==> src/sv/rrs_pkg.sv <==
package rrs_pkg;

  localparam int SlotCountDef  = 16;
  localparam int KernelSlotDef = 0;
  localparam int OpW           = 3;
  localparam int SlotW         = 4;
  localparam int StatusW       = 2;
  localparam int CountW        = 32;

  typedef enum logic [OpW-1:0] {
    OP_ADD       = 3'd0,
    OP_SET_RUN   = 3'd1,
    OP_SET_IDLE  = 3'd2,
    OP_SWITCH    = 3'd3,
    OP_RESET_CUR = 3'd4
  } op_e;

  typedef enum logic [StatusW-1:0] {
    ST_OK   = 2'd0,
    ST_FULL = 2'd1,
    ST_NONE = 2'd2
  } status_e;

  typedef struct packed {
    logic             valid;
    logic [OpW-1:0]   op;
    logic [SlotW-1:0] slot;
  } cmd_t;

  typedef struct packed {
    logic [SlotW-1:0]   result_slot;
    logic [StatusW-1:0] status;
    logic [CountW-1:0]  switch_count;
  } res_t;

endpackage

==> src/sv/rrs_pick.sv <==
module rrs_pick #(
  parameter int SLOT_COUNT = rrs_pkg::SlotCountDef,
  localparam int IdxW = (SLOT_COUNT > 1) ? $clog2(SLOT_COUNT) : 1
) (
  input  logic [SLOT_COUNT-1:0] req_i,
  input  logic [SLOT_COUNT-1:0] above_i,
  output logic                  found_o,
  output logic [IdxW-1:0]       idx_o
);

  logic [SLOT_COUNT-1:0] hi;
  logic [SLOT_COUNT-1:0] pool;

  // lowest request above the start point, else lowest request overall
  always_comb begin
    hi      = req_i & above_i;
    pool    = (|hi) ? hi : req_i;
    found_o = |req_i;
    idx_o   = '0;
    for (int i = SLOT_COUNT - 1; i >= 0; i--) begin
      if (pool[i]) begin
        idx_o = IdxW'(i);
      end
    end
  end

endmodule

==> src/sv/rrs_table.sv <==
module rrs_table #(
  parameter int SLOT_COUNT  = rrs_pkg::SlotCountDef,
  parameter int KERNEL_SLOT = rrs_pkg::KernelSlotDef
) (
  input  logic            clk_i,
  input  logic            rst_ni,
  input  rrs_pkg::cmd_t   cmd_i,
  output rrs_pkg::res_t   res_o
);

  localparam int IdxW = (SLOT_COUNT > 1) ? $clog2(SLOT_COUNT) : 1;
  localparam logic [SLOT_COUNT-1:0] ResetBits =
    {{(SLOT_COUNT-1){1'b0}}, 1'b1} << KERNEL_SLOT;

  logic [SLOT_COUNT-1:0]     present_q, present_d;
  logic [SLOT_COUNT-1:0]     runnable_q, runnable_d;
  logic [SLOT_COUNT-1:0]     marks_q, marks_d;
  logic [IdxW-1:0]           cur_q, cur_d;
  logic [rrs_pkg::CountW-1:0] count_q, count_d;

  logic [SLOT_COUNT-1:0] above;
  logic [SLOT_COUNT-1:0] tgt_hot;
  logic [SLOT_COUNT-1:0] cur_hot;
  logic [SLOT_COUNT-1:0] free_hot;
  logic                  tgt_in_range;
  logic [IdxW-1:0]       tgt_idx;
  logic                  free_found;
  logic [IdxW-1:0]       free_idx;
  logic                  run_found;
  logic [IdxW-1:0]       run_idx;

  assign tgt_idx      = IdxW'(cmd_i.slot);
  assign tgt_in_range = (int'(cmd_i.slot) < SLOT_COUNT);

  always_comb begin
    for (int i = 0; i < SLOT_COUNT; i++) begin
      above[i]    = (IdxW'(i) > cur_q);
      tgt_hot[i]  = tgt_in_range && (IdxW'(i) == tgt_idx);
      cur_hot[i]  = (IdxW'(i) == cur_q);
      free_hot[i] = (IdxW'(i) == free_idx);
    end
  end

  rrs_pick #(
    .SLOT_COUNT(SLOT_COUNT)
  ) u_free_pick (
    .req_i  (~present_q),
    .above_i('0),
    .found_o(free_found),
    .idx_o  (free_idx)
  );

  rrs_pick #(
    .SLOT_COUNT(SLOT_COUNT)
  ) u_run_pick (
    .req_i  (present_q & runnable_q),
    .above_i(above),
    .found_o(run_found),
    .idx_o  (run_idx)
  );

  always_comb begin
    present_d  = present_q;
    runnable_d = runnable_q;
    marks_d    = marks_q;
    cur_d      = cur_q;
    count_d    = count_q;
    res_o.result_slot = rrs_pkg::SlotW'(cur_q);
    res_o.status      = rrs_pkg::ST_OK;
    case (cmd_i.op)
      rrs_pkg::OP_ADD: begin
        if (free_found) begin
          present_d  = present_q | free_hot;
          runnable_d = runnable_q & ~free_hot;
          res_o.result_slot = rrs_pkg::SlotW'(free_idx);
        end else begin
          res_o.result_slot = '0;
          res_o.status      = rrs_pkg::ST_FULL;
        end
      end
      rrs_pkg::OP_SET_RUN: begin
        runnable_d = runnable_q | tgt_hot;
        res_o.result_slot = cmd_i.slot;
      end
      rrs_pkg::OP_SET_IDLE: begin
        runnable_d = runnable_q & ~tgt_hot;
        res_o.result_slot = cmd_i.slot;
      end
      rrs_pkg::OP_SWITCH: begin
        if (run_found) begin
          cur_d   = run_idx;
          count_d = count_q + 1'b1;
          res_o.result_slot = rrs_pkg::SlotW'(run_idx);
        end else begin
          res_o.status = rrs_pkg::ST_NONE;
        end
      end
      rrs_pkg::OP_RESET_CUR: begin
        runnable_d = runnable_q & ~cur_hot;
        marks_d    = marks_q | cur_hot;
      end
      default: begin
      end
    endcase
    res_o.switch_count = count_d;
  end

  always_ff @(posedge clk_i or negedge rst_ni) begin
    if (!rst_ni) begin
      present_q  <= ResetBits;
      runnable_q <= ResetBits;
      marks_q    <= '0;
      cur_q      <= '0;
      count_q    <= '0;
    end else if (cmd_i.valid) begin
      present_q  <= present_d;
      runnable_q <= runnable_d;
      marks_q    <= marks_d;
      cur_q      <= cur_d;
      count_q    <= count_d;
    end
  end

endmodule

==> src/sv/round_robin_slot_scheduler.sv <==
// channel | dir | handshake              | payload
// in      | in  | in_valid_i / in_stall_o | operation_i, slot_i
// out     | out | out_valid_o / out_stall_i | result_slot_o, status_o, switch_count_o
//
// One operation per cycle sustained while out_stall_i does not hold the result; each
// beat passes the input register, then the table update and the result register.
// The rotated find-first over present and runnable bits is a single pass.
// Reset: only the kernel slot present and runnable, current slot and count zero.
// An output stall holds the result and backs up into in_stall_o.
module round_robin_slot_scheduler #(
  parameter int SLOT_COUNT  = rrs_pkg::SlotCountDef,
  parameter int KERNEL_SLOT = rrs_pkg::KernelSlotDef
) (
  input  logic                        clk_i,
  input  logic                        rst_ni,
  input  logic                        in_valid_i,
  output logic                        in_stall_o,
  input  logic [rrs_pkg::OpW-1:0]     operation_i,
  input  logic [rrs_pkg::SlotW-1:0]   slot_i,
  output logic                        out_valid_o,
  input  logic                        out_stall_i,
  output logic [rrs_pkg::SlotW-1:0]   result_slot_o,
  output logic [rrs_pkg::StatusW-1:0] status_o,
  output logic [rrs_pkg::CountW-1:0]  switch_count_o
);

  logic                      in_vld_q, in_vld_d;
  logic [rrs_pkg::OpW-1:0]   in_op_q;
  logic [rrs_pkg::SlotW-1:0] in_slot_q;
  logic                      out_vld_q, out_vld_d;
  rrs_pkg::res_t             out_res_q;
  rrs_pkg::res_t             res;
  rrs_pkg::cmd_t             cmd;
  logic                      out_ready;
  logic                      in_take;
  logic                      fire;

  assign out_ready  = !out_vld_q || !out_stall_i;
  assign in_stall_o = in_vld_q && !out_ready;
  assign in_take    = in_valid_i && !in_stall_o;
  assign fire       = in_vld_q && out_ready;

  assign cmd.valid = fire;
  assign cmd.op    = in_op_q;
  assign cmd.slot  = in_slot_q;

  rrs_table #(
    .SLOT_COUNT (SLOT_COUNT),
    .KERNEL_SLOT(KERNEL_SLOT)
  ) u_table (
    .clk_i (clk_i),
    .rst_ni(rst_ni),
    .cmd_i (cmd),
    .res_o (res)
  );

  assign in_vld_d  = in_take ? 1'b1 : (fire ? 1'b0 : in_vld_q);
  assign out_vld_d = out_ready ? fire : out_vld_q;

  always_ff @(posedge clk_i or negedge rst_ni) begin
    if (!rst_ni) begin
      in_vld_q  <= 1'b0;
      out_vld_q <= 1'b0;
      out_res_q <= '0;
    end else begin
      in_vld_q  <= in_vld_d;
      out_vld_q <= out_vld_d;
      if (fire) begin
        out_res_q <= res;
      end
    end
  end

  always_ff @(posedge clk_i) begin
    if (in_take) begin
      in_op_q   <= operation_i;
      in_slot_q <= slot_i;
    end
  end

  assign out_valid_o    = out_vld_q;
  assign result_slot_o  = out_res_q.result_slot;
  assign status_o       = out_res_q.status;
  assign switch_count_o = out_res_q.switch_count;

  a_fire_lands: assert property (@(posedge clk_i) disable iff (!rst_ni)
    fire |=> out_vld_q)
    else $error("processed beat did not reach the result register");

  a_count_hold: assert property (@(posedge clk_i) disable iff (!rst_ni)
    fire && (in_op_q != rrs_pkg::OP_SWITCH)
      |=> out_res_q.switch_count == $past(out_res_q.switch_count))
    else $error("switch count moved on a non-switch beat");

  a_count_step: assert property (@(posedge clk_i) disable iff (!rst_ni)
    fire && (in_op_q == rrs_pkg::OP_SWITCH)
      |=> (out_res_q.switch_count == $past(out_res_q.switch_count) + 1'b1)
          || (out_res_q.status == rrs_pkg::ST_NONE))
    else $error("successful switch did not advance the count by one");

endmodule
==> config.mk <==
export PLATFORM = sky130hd
export DESIGN_NAME = round_robin_slot_scheduler
export DESIGN_NICKNAME = d
export VERILOG_FILES = /design/src/sv/rrs_pkg.sv /design/src/sv/rrs_pick.sv /design/src/sv/rrs_table.sv /design/src/sv/round_robin_slot_scheduler.sv
export SDC_FILE = /design/constraint.sdc
export NUM_CORES = 1
export LEC_CHECK = 0
export ABC_CLOCK_PERIOD_IN_PS = 2700
export BUFFER_PORTS_ARGS = -buffer_cell sky130_fd_sc_hd__buf_2
export CAP_MARGIN = 25
export CORE_UTILIZATION = 30
export CTS_CLUSTER_SIZE = 24
export DETAILED_ROUTE_END_ITERATION = 8
export PLACE_DENSITY = 0.54
export SYNTH_ARGS = -nofsm -noshare
export SYNTH_HDL_FRONTEND = slang
export SYNTH_SLANG_ARGS = --single-unit
export TNS_END_PERCENT = 20
==> constraint.sdc <==
create_clock -name clk_i -period 2.7 [get_ports clk_i]
set_input_delay 0.135 -clock clk_i [delete_from_list [all_inputs] [get_ports clk_i]]
set_output_delay 0.135 -clock clk_i [all_outputs]
set_load 0.05 [all_outputs]
=== Word level (Yosys, flattened, before mapping) ===
Index checks and enable logic that the tools add are counted.

* Reductions and logical operators: 22
* Bitwise operators: 11
* $add $sub $neg: 1
* Eq/ne operators: 50
* Magnitude comparators: 16
* Mux-type cells: 43

{| class="wikitable"
|+ Operator list
! kind !! count
|-
| 2-to-1 mux 4 bit || 34
|-
| equality test 4 bit (first input constant) || 24
|-
| bitwise AND 16 bit || 5
|-
| NOT 16 bit || 4
|-
| case mux 16 bit (4 select lines) || 1
|-
| equality test 3 x 4 -> 1 bit (first input constant) || 12
|-
| OR reduction 16 bit || 3
|-
| adder 32 x 1 -> 32 bit (second input constant) || 1
|-
| > comparator 4 bit (first input constant) || 8
|-
| 2-to-1 mux 16 bit || 2
|-
| bitwise OR 16 bit || 2
|-
| equality test 2 x 4 -> 1 bit (first input constant) || 6
|-
| > comparator 3 x 4 -> 1 bit (first input constant) || 4
|-
| equality test 1 x 4 -> 1 bit (first input constant) || 3
|-
| zero test 4 bit || 3
|-
| case mux 4 bit (3 select lines) || 1
|-
| AND reduction 3 bit || 3
|-
| > comparator 1 x 4 -> 1 bit (first input constant) || 2
|-
| > comparator 2 x 4 -> 1 bit (first input constant) || 2
|-
| equality test 3 x 2 -> 1 bit (second input constant) || 2
|-
| zero test 1 bit || 4
|-
| case mux 2 bit (2 select lines) || 1
|-
| nonzero test 4 bit || 1
|-
| equality test 3 x 1 -> 1 bit (second input constant) || 1
|-
| 10 further kinds || 14
|}

* Output and inout bits: 40
* Flip-flop bits (word level): 83
* Word-level logic and storage cells: 153
* Input bits: 11

=== Longest topological paths before layout ===
* Depth after elaboration: 22
* Depth in mapped cells: 11
* Mapped depth without buffers: 9

=== Cells and area by module ===
A second synthesis with hierarchy kept.

* Cells, all modules: 771
* Area, all modules: 7239.4 um^2

{| class="wikitable"
|+ By module, submodules not included
! module !! instances !! sequential area each (um^2) !! cells each !! area an instance (um^2)
|-
| rrs_table || 1 || 1704.1 || 556 || 4639.4
|-
| round_robin_slot_scheduler || 1 || 1211.2 || 95 || 1759.2
|-
| rrs_pick || 2 || 0.0 || 60 || 420.4
|}

=== Least setup slack after synthesis ===
OpenSTA, ideal clock, no wires.

* Path kind: reg2reg
* From: reg out_vld_q (netlist: out_valid_o)
* To: reg u_table.count_q[27] in the netlist's numbering
* Stages on the path, launching flop included: 11
* Path buffers: 1
* Library setup time: 0.141 ns
* Setup slack: 0.059 ns
* Arrival time: 2.500 ns
* Data required time: 2.559 ns
* Period minus slack after synthesis: 2.641 ns
* Path through: dfrtp_1 -> a21bo_2 -> nor2_1 -> nand3_1 -> nand2b_1 -> buf_2 -> nor4_2 -> nand2b_1 -> nor2_1 -> nand4_1 -> xnor2_1

* Word-level cells in the longest chain between the ends: 4

{| class="wikitable"
|+ Ends and longest elaborated chain
! element !! line !! source
|-
| from (decl) || round_robin_slot_scheduler.sv:30 || <nowiki>logic out_vld_q, out_vld_d;</nowiki>
|-
| from (signal assigned) || round_robin_slot_scheduler.sv:67 || <nowiki>out_vld_q <= out_vld_d;</nowiki>
|-
| zero test 1 bit || round_robin_slot_scheduler.sv:38 || <nowiki>assign out_ready = !out_vld_q || !out_stall_i;</nowiki>
|-
| logical OR 1 bit || round_robin_slot_scheduler.sv:38 ||
|-
| logical AND 1 bit || round_robin_slot_scheduler.sv:41 || <nowiki>assign fire = in_vld_q && out_ready;</nowiki>
|-
| AND reduction 3 bit (no source line) || n/a ||
|-
| to (signal assigned) || rrs_table.sv:120 || <nowiki>count_q <= count_d;</nowiki>
|-
| to (decl) || rrs_table.sv:19 || <nowiki>logic [rrs_pkg::CountW-1:0] count_q, count_d;</nowiki>
|}

No other way between the ends.
A chain may end at the register's enable or synchronous reset.

=== Final worst setup path ===
* From: reg u_table.cur_q[2]
* To: reg out_res_q, in the netlist result_slot_o[0]

* Word-level cells in the longest chain between the ends: 22
* Elaborated cells on any way between the ends: 37
* Classes of those cells: 16 x order compare; 19 x mux; 1 x bitwise; 1 x reduce/logical

{| class="wikitable"
|+ Ends and longest elaborated chain
! element !! line !! source
|-
| from (decl) || rrs_table.sv:18 || <nowiki>logic [IdxW-1:0] cur_q, cur_d;</nowiki>
|-
| from (signal assigned) || rrs_table.sv:119 || <nowiki>cur_q <= cur_d;</nowiki>
|-
| > comparator 1 x 4 -> 1 bit (tied with other cells) || rrs_table.sv:37 || <nowiki>above[i] = (IdxW'(i) > cur_q);</nowiki>
|-
| bitwise AND 16 bit (*) || rrs_pick.sv:16 || <nowiki>hi = req_i & above_i;</nowiki>
|-
| OR reduction 16 bit || rrs_pick.sv:17 || <nowiki>pool = (|hi) ? hi : req_i;</nowiki>
|-
| 2-to-1 mux 16 bit (*) || rrs_pick.sv:17 ||
|-
| 2-to-1 mux 4 bit (15 in a row) || rrs_pick.sv:21 || <nowiki>if (pool[i]) begin</nowiki>
|-
| 2-to-1 mux 4 bit (*) || rrs_pick.sv:21 ||
|-
| 2-to-1 mux 4 bit (*) || n/a ||
|-
| case mux 4 bit (3 select lines) (*) || rrs_table.sv:70 || <nowiki>case (cmd_i.op)</nowiki>
|-
| to (signal assigned) || round_robin_slot_scheduler.sv:69 || <nowiki>out_res_q <= res;</nowiki>
|-
| to (decl) || round_robin_slot_scheduler.sv:31 || <nowiki>rrs_pkg::res_t out_res_q;</nowiki>
|}

Every way passes the cells marked *; elsewhere a longest branch is shown, timed or not.

==> results.json <==
{
  "fp.dieW_um": 130,
  "start_util_pct": 30.8,
  "fin_area_sq_um": 6390,
  "ant_nets": 0,
  "netlist_area_sq_um": 4910,
  "clockRootBuffer": "clkbuf_16",
  "layout.nets": 696,
  "synth_edf_count": 7,
  "max_stage_delay_ns": 0.42,
  "startpoint_type": "register",
  "cp.depth": 13,
  "area_delta_synth_final_pct": 30.2,
  "crit_arrival_ns": 3.02,
  "fin_crit_sh_pct": 102,
  "ys_async_sr_fraction_pct": 91.6,
  "grt_use_total_pct": 20.6,
  "crit_chain": "buf_4, buf_4, nand3b_1, a32oi_2, a2111oi_4, buf_4, and3_4, buf_4, o2111a_1, o21bai_1, a31oi_1, a211o_1, a31oi_1",
  "rsz0062_at_grt": "yes",
  "fin_setup_tns_ns": -0.0611,
  "layout_min_cycle_time_ns": 2.76,
  "wl_per_cell_um": 18.5,
  "synth_flop_cell": "dfrtp_1",
  "clock_latency_ns": 0.35,
  "slew_viol_final": 0,
  "layout_common_cells": "buf_4, nand2_1, dfrtp_1, buf_2, a21oi_1",
  "leakage_nw": 2.97,
  "setup_viol": 1,
  "crit_family": "compound AO/OA/AOI/OAI gates",
  "timing.rr.start": "u_table.cur_q[2]$_DFFE_PN0P_",
  "core_sq_um": 15900,
  "io_buffers": 50,
  "hpwl_um": 12800,
  "rr_endpoint": "result_slot_o[0]$_DFFE_PN0P_",
  "grt_overflow": 0,
  "diodes": 0,
  "gp_congestion": 0.979,
  "route.top_layer_used": "met4",
  "r2r_cells": 13,
  "crit_buf_inv": 4,
  "grt_start_max_net_pins": 77,
  "avgSynthCellArea_sq_um": 8.72,
  "fmax_mhz": 362,
  "end_kind": "register",
  "max-cap-violations": 0,
  "hold_viol": 0,
  "slew_headroom_pct": 59.9,
  "layout-drive-gt1-share_pct": 25.6,
  "final_common_cell": "buf_4",
  "routed_wl_um": 16800,
  "rrSetupSlack_ns": -0.06,
  "cts-buffers-inserted": 9,
  "viasPerCell": 5.51,
  "ys_types": 69,
  "power.density_nw_per_um2": 691,
  "cp-endpoint": "result_slot_o[0]$_DFFE_PN0P_",
  "clock_tree.buffer_depth": 2,
  "critical_path_class": "register to register",
  "postPlaceCellArea_sq_um": 5890,
  "failed_checks": "setup timing",
  "skew_ns": 0.00839,
  "met2WireLength_um": 7860,
  "worstHoldPathType": "input port to register",
  "grt_first_pass_wirelength_um": 26000,
  "met1_length_um": 7300,
  "drc": 0,
  "fp-row-count": 46,
  "dieArea_sq_um": 16900,
  "worst_ep_required_time_ns": 2.96,
  "drt-initial-drc-count": 426,
  "syn_nets": 575,
  "antenna_found_initial": 0,
  "synth_cells": 563,
  "cp_slowest_cell": "dfrtp_1",
  "crit_fanout": 6,
  "cp_common_cell": "buf_4",
  "outcome": "finished with violations",
  "cts.sinks": 83,
  "peakVddDrop_mv": 0.360,
  "synth_warnings": 0,
  "startpoint": "u_table.cur_q[2]$_DFFE_PN0P_",
  "firstDrtPassIters": 5,
  "route.met3.wl_um": 964,
  "setup_slack_ns": -0.0611,
  "ys_ff_latch": 83,
  "finalPower_w": 0.00442,
  "cts_max_level": 3,
  "ios": 51,
  "yosysSeqAreaShare_pct": 43.1,
  "die_y_um": 130,
  "clk_pin_slew_ns": 0.06,
  "vias": 4983,
  "tightest_slew_ns": 0.596,
  "grt_pass1_vias": 4814,
  "cts_tree": "yes"
}
-- per-layer routing --
layer,up-vias,GRT usage [%]
met5,-,0
met4,0,11.2
met3,42,3.53
met2,207,33.1
met1,2419,26.4
li1,2315,-
-- worst min-delay path by stage --
stage                    from                 endpoint  cells past startpoint
3_5_place_dp   operation_i[2]     in_op_q[2]$_DFFE_PP_                      1
2_1_floorplan          rst_ni     in_vld_q$_DFFE_PN0P_                      0
5_1_grt           out_stall_i  out_valid_o$_DFFE_PN0P_                      3
6_report          out_stall_i  out_valid_o$_DFFE_PN0P_                      3
3_3_place_gp   operation_i[0]     in_op_q[0]$_DFFE_PP_                      1
4_1_cts           out_stall_i  out_valid_o$_DFFE_PN0P_                      3
-- metrics by stage --
step	util [%]	std cells	hold WS [ns]	setup slack (ns)
detailed placement	37.0	876	0.313	-0.146
finish	40.1	904	0.0716	-0.0611
global route	40.1	904	0.0856	-0.192
CTS	39.4	901	0.0584	-0.0498
floorplan	-	563	-0.161	0.0591
global placement	37.0	876	0.313	-0.106
-- synthesized netlist by cell type (11+ instances only) --
| cell type | n | share of area (%) |
|---|---|---|
| dfrtp_1 | 74 | 38 |
| nor3_1 | 21 | 2.1 |
| xor2_1 | 12 | 2.1 |
| inv_1 | 12 | 0.92 |
| o21ai_0 | 30 | 3.1 |
| nand3_1 | 22 | 2.2 |
| clkbuf_1 | 21 | 1.6 |
| a21oi_1 | 43 | 4.4 |
| a21o_1 | 19 | 2.9 |
| nor2_1 | 42 | 3.2 |
| a31oi_1 | 18 | 2.3 |
| nand2_1 | 79 | 6.0 |
| xnor2_1 | 20 | 3.6 |
| nand2b_1 | 11 | 1.4 |
-- flip-flops by register name (all words and copies together) (netlist names) --
name	cells
status_o	2
in_op_q	3
in_slot_q	4
in_vld_q	1
u_table.present_q	16
u_table.count_q	32
result_slot_o	4
u_table.runnable_q	16
out_valid_o	1
u_table.cur_q	4
-- cell families (layout without fill, tap and decap cells) --
logic type | Yosys count | in the layout | share of synthesized area [%]
flip-flops | 83 | 83 | 43.1
AND/OR/NAND/NOR | 228 | 228 | 22.6
adder cells (fa/ha/maj) | 1 | 1 | 0.255
multiplexers | 2 | 2 | 0.433
XOR/XNOR | 32 | 32 | 5.71
buffers and inverters | 41 | 166 | 3.34
AO/OA/AOI/OAI | 176 | 176 | 24.6
-- cell type report --
class                   instances  area, sq um
inverters                      12         45.0
well taps                     216          270
fillers                      1643         9550
clock inverters                 5         30.0
multi-input cells             439         2730
clock buffers                  10          239
repair buffers                139          963
flip-flops and latches         83         2120
-- worst reg2reg max path, cell delays in order (launching register included) --
cell,delay [ns]
dfrtp_1,0.42
buf_4,0.16
buf_4,0.14
nand3b_1,0.16
a32oi_2,0.28
a2111oi_4,0.05
buf_4,0.18
and3_4,0.21
buf_4,0.13
o2111a_1,0.23
o21bai_1,0.14
a31oi_1,0.11
a211o_1,0.26
a31oi_1,0.21
-- where the power goes --
part | leakage, nW | internal (W) | total [W] | switching (W)
sequential | 1.05 | 0.00138 | 0.00151 | 0.000132
clock | 0.130 | 0.000637 | 0.00114 | 0.000506
combinational | 1.79 | 0.000670 | 0.00176 | 0.00109
-- what timing repair did --
item,CTS,global route
hold endpoints to repair,33,0
gates resized for setup,9,12
setup buffers,1,2
pin swaps,2,15
hold buffers,9,0
endpoints found under the setup margin,3,13
No activity file was read; power rests on OpenSTA's default activity.
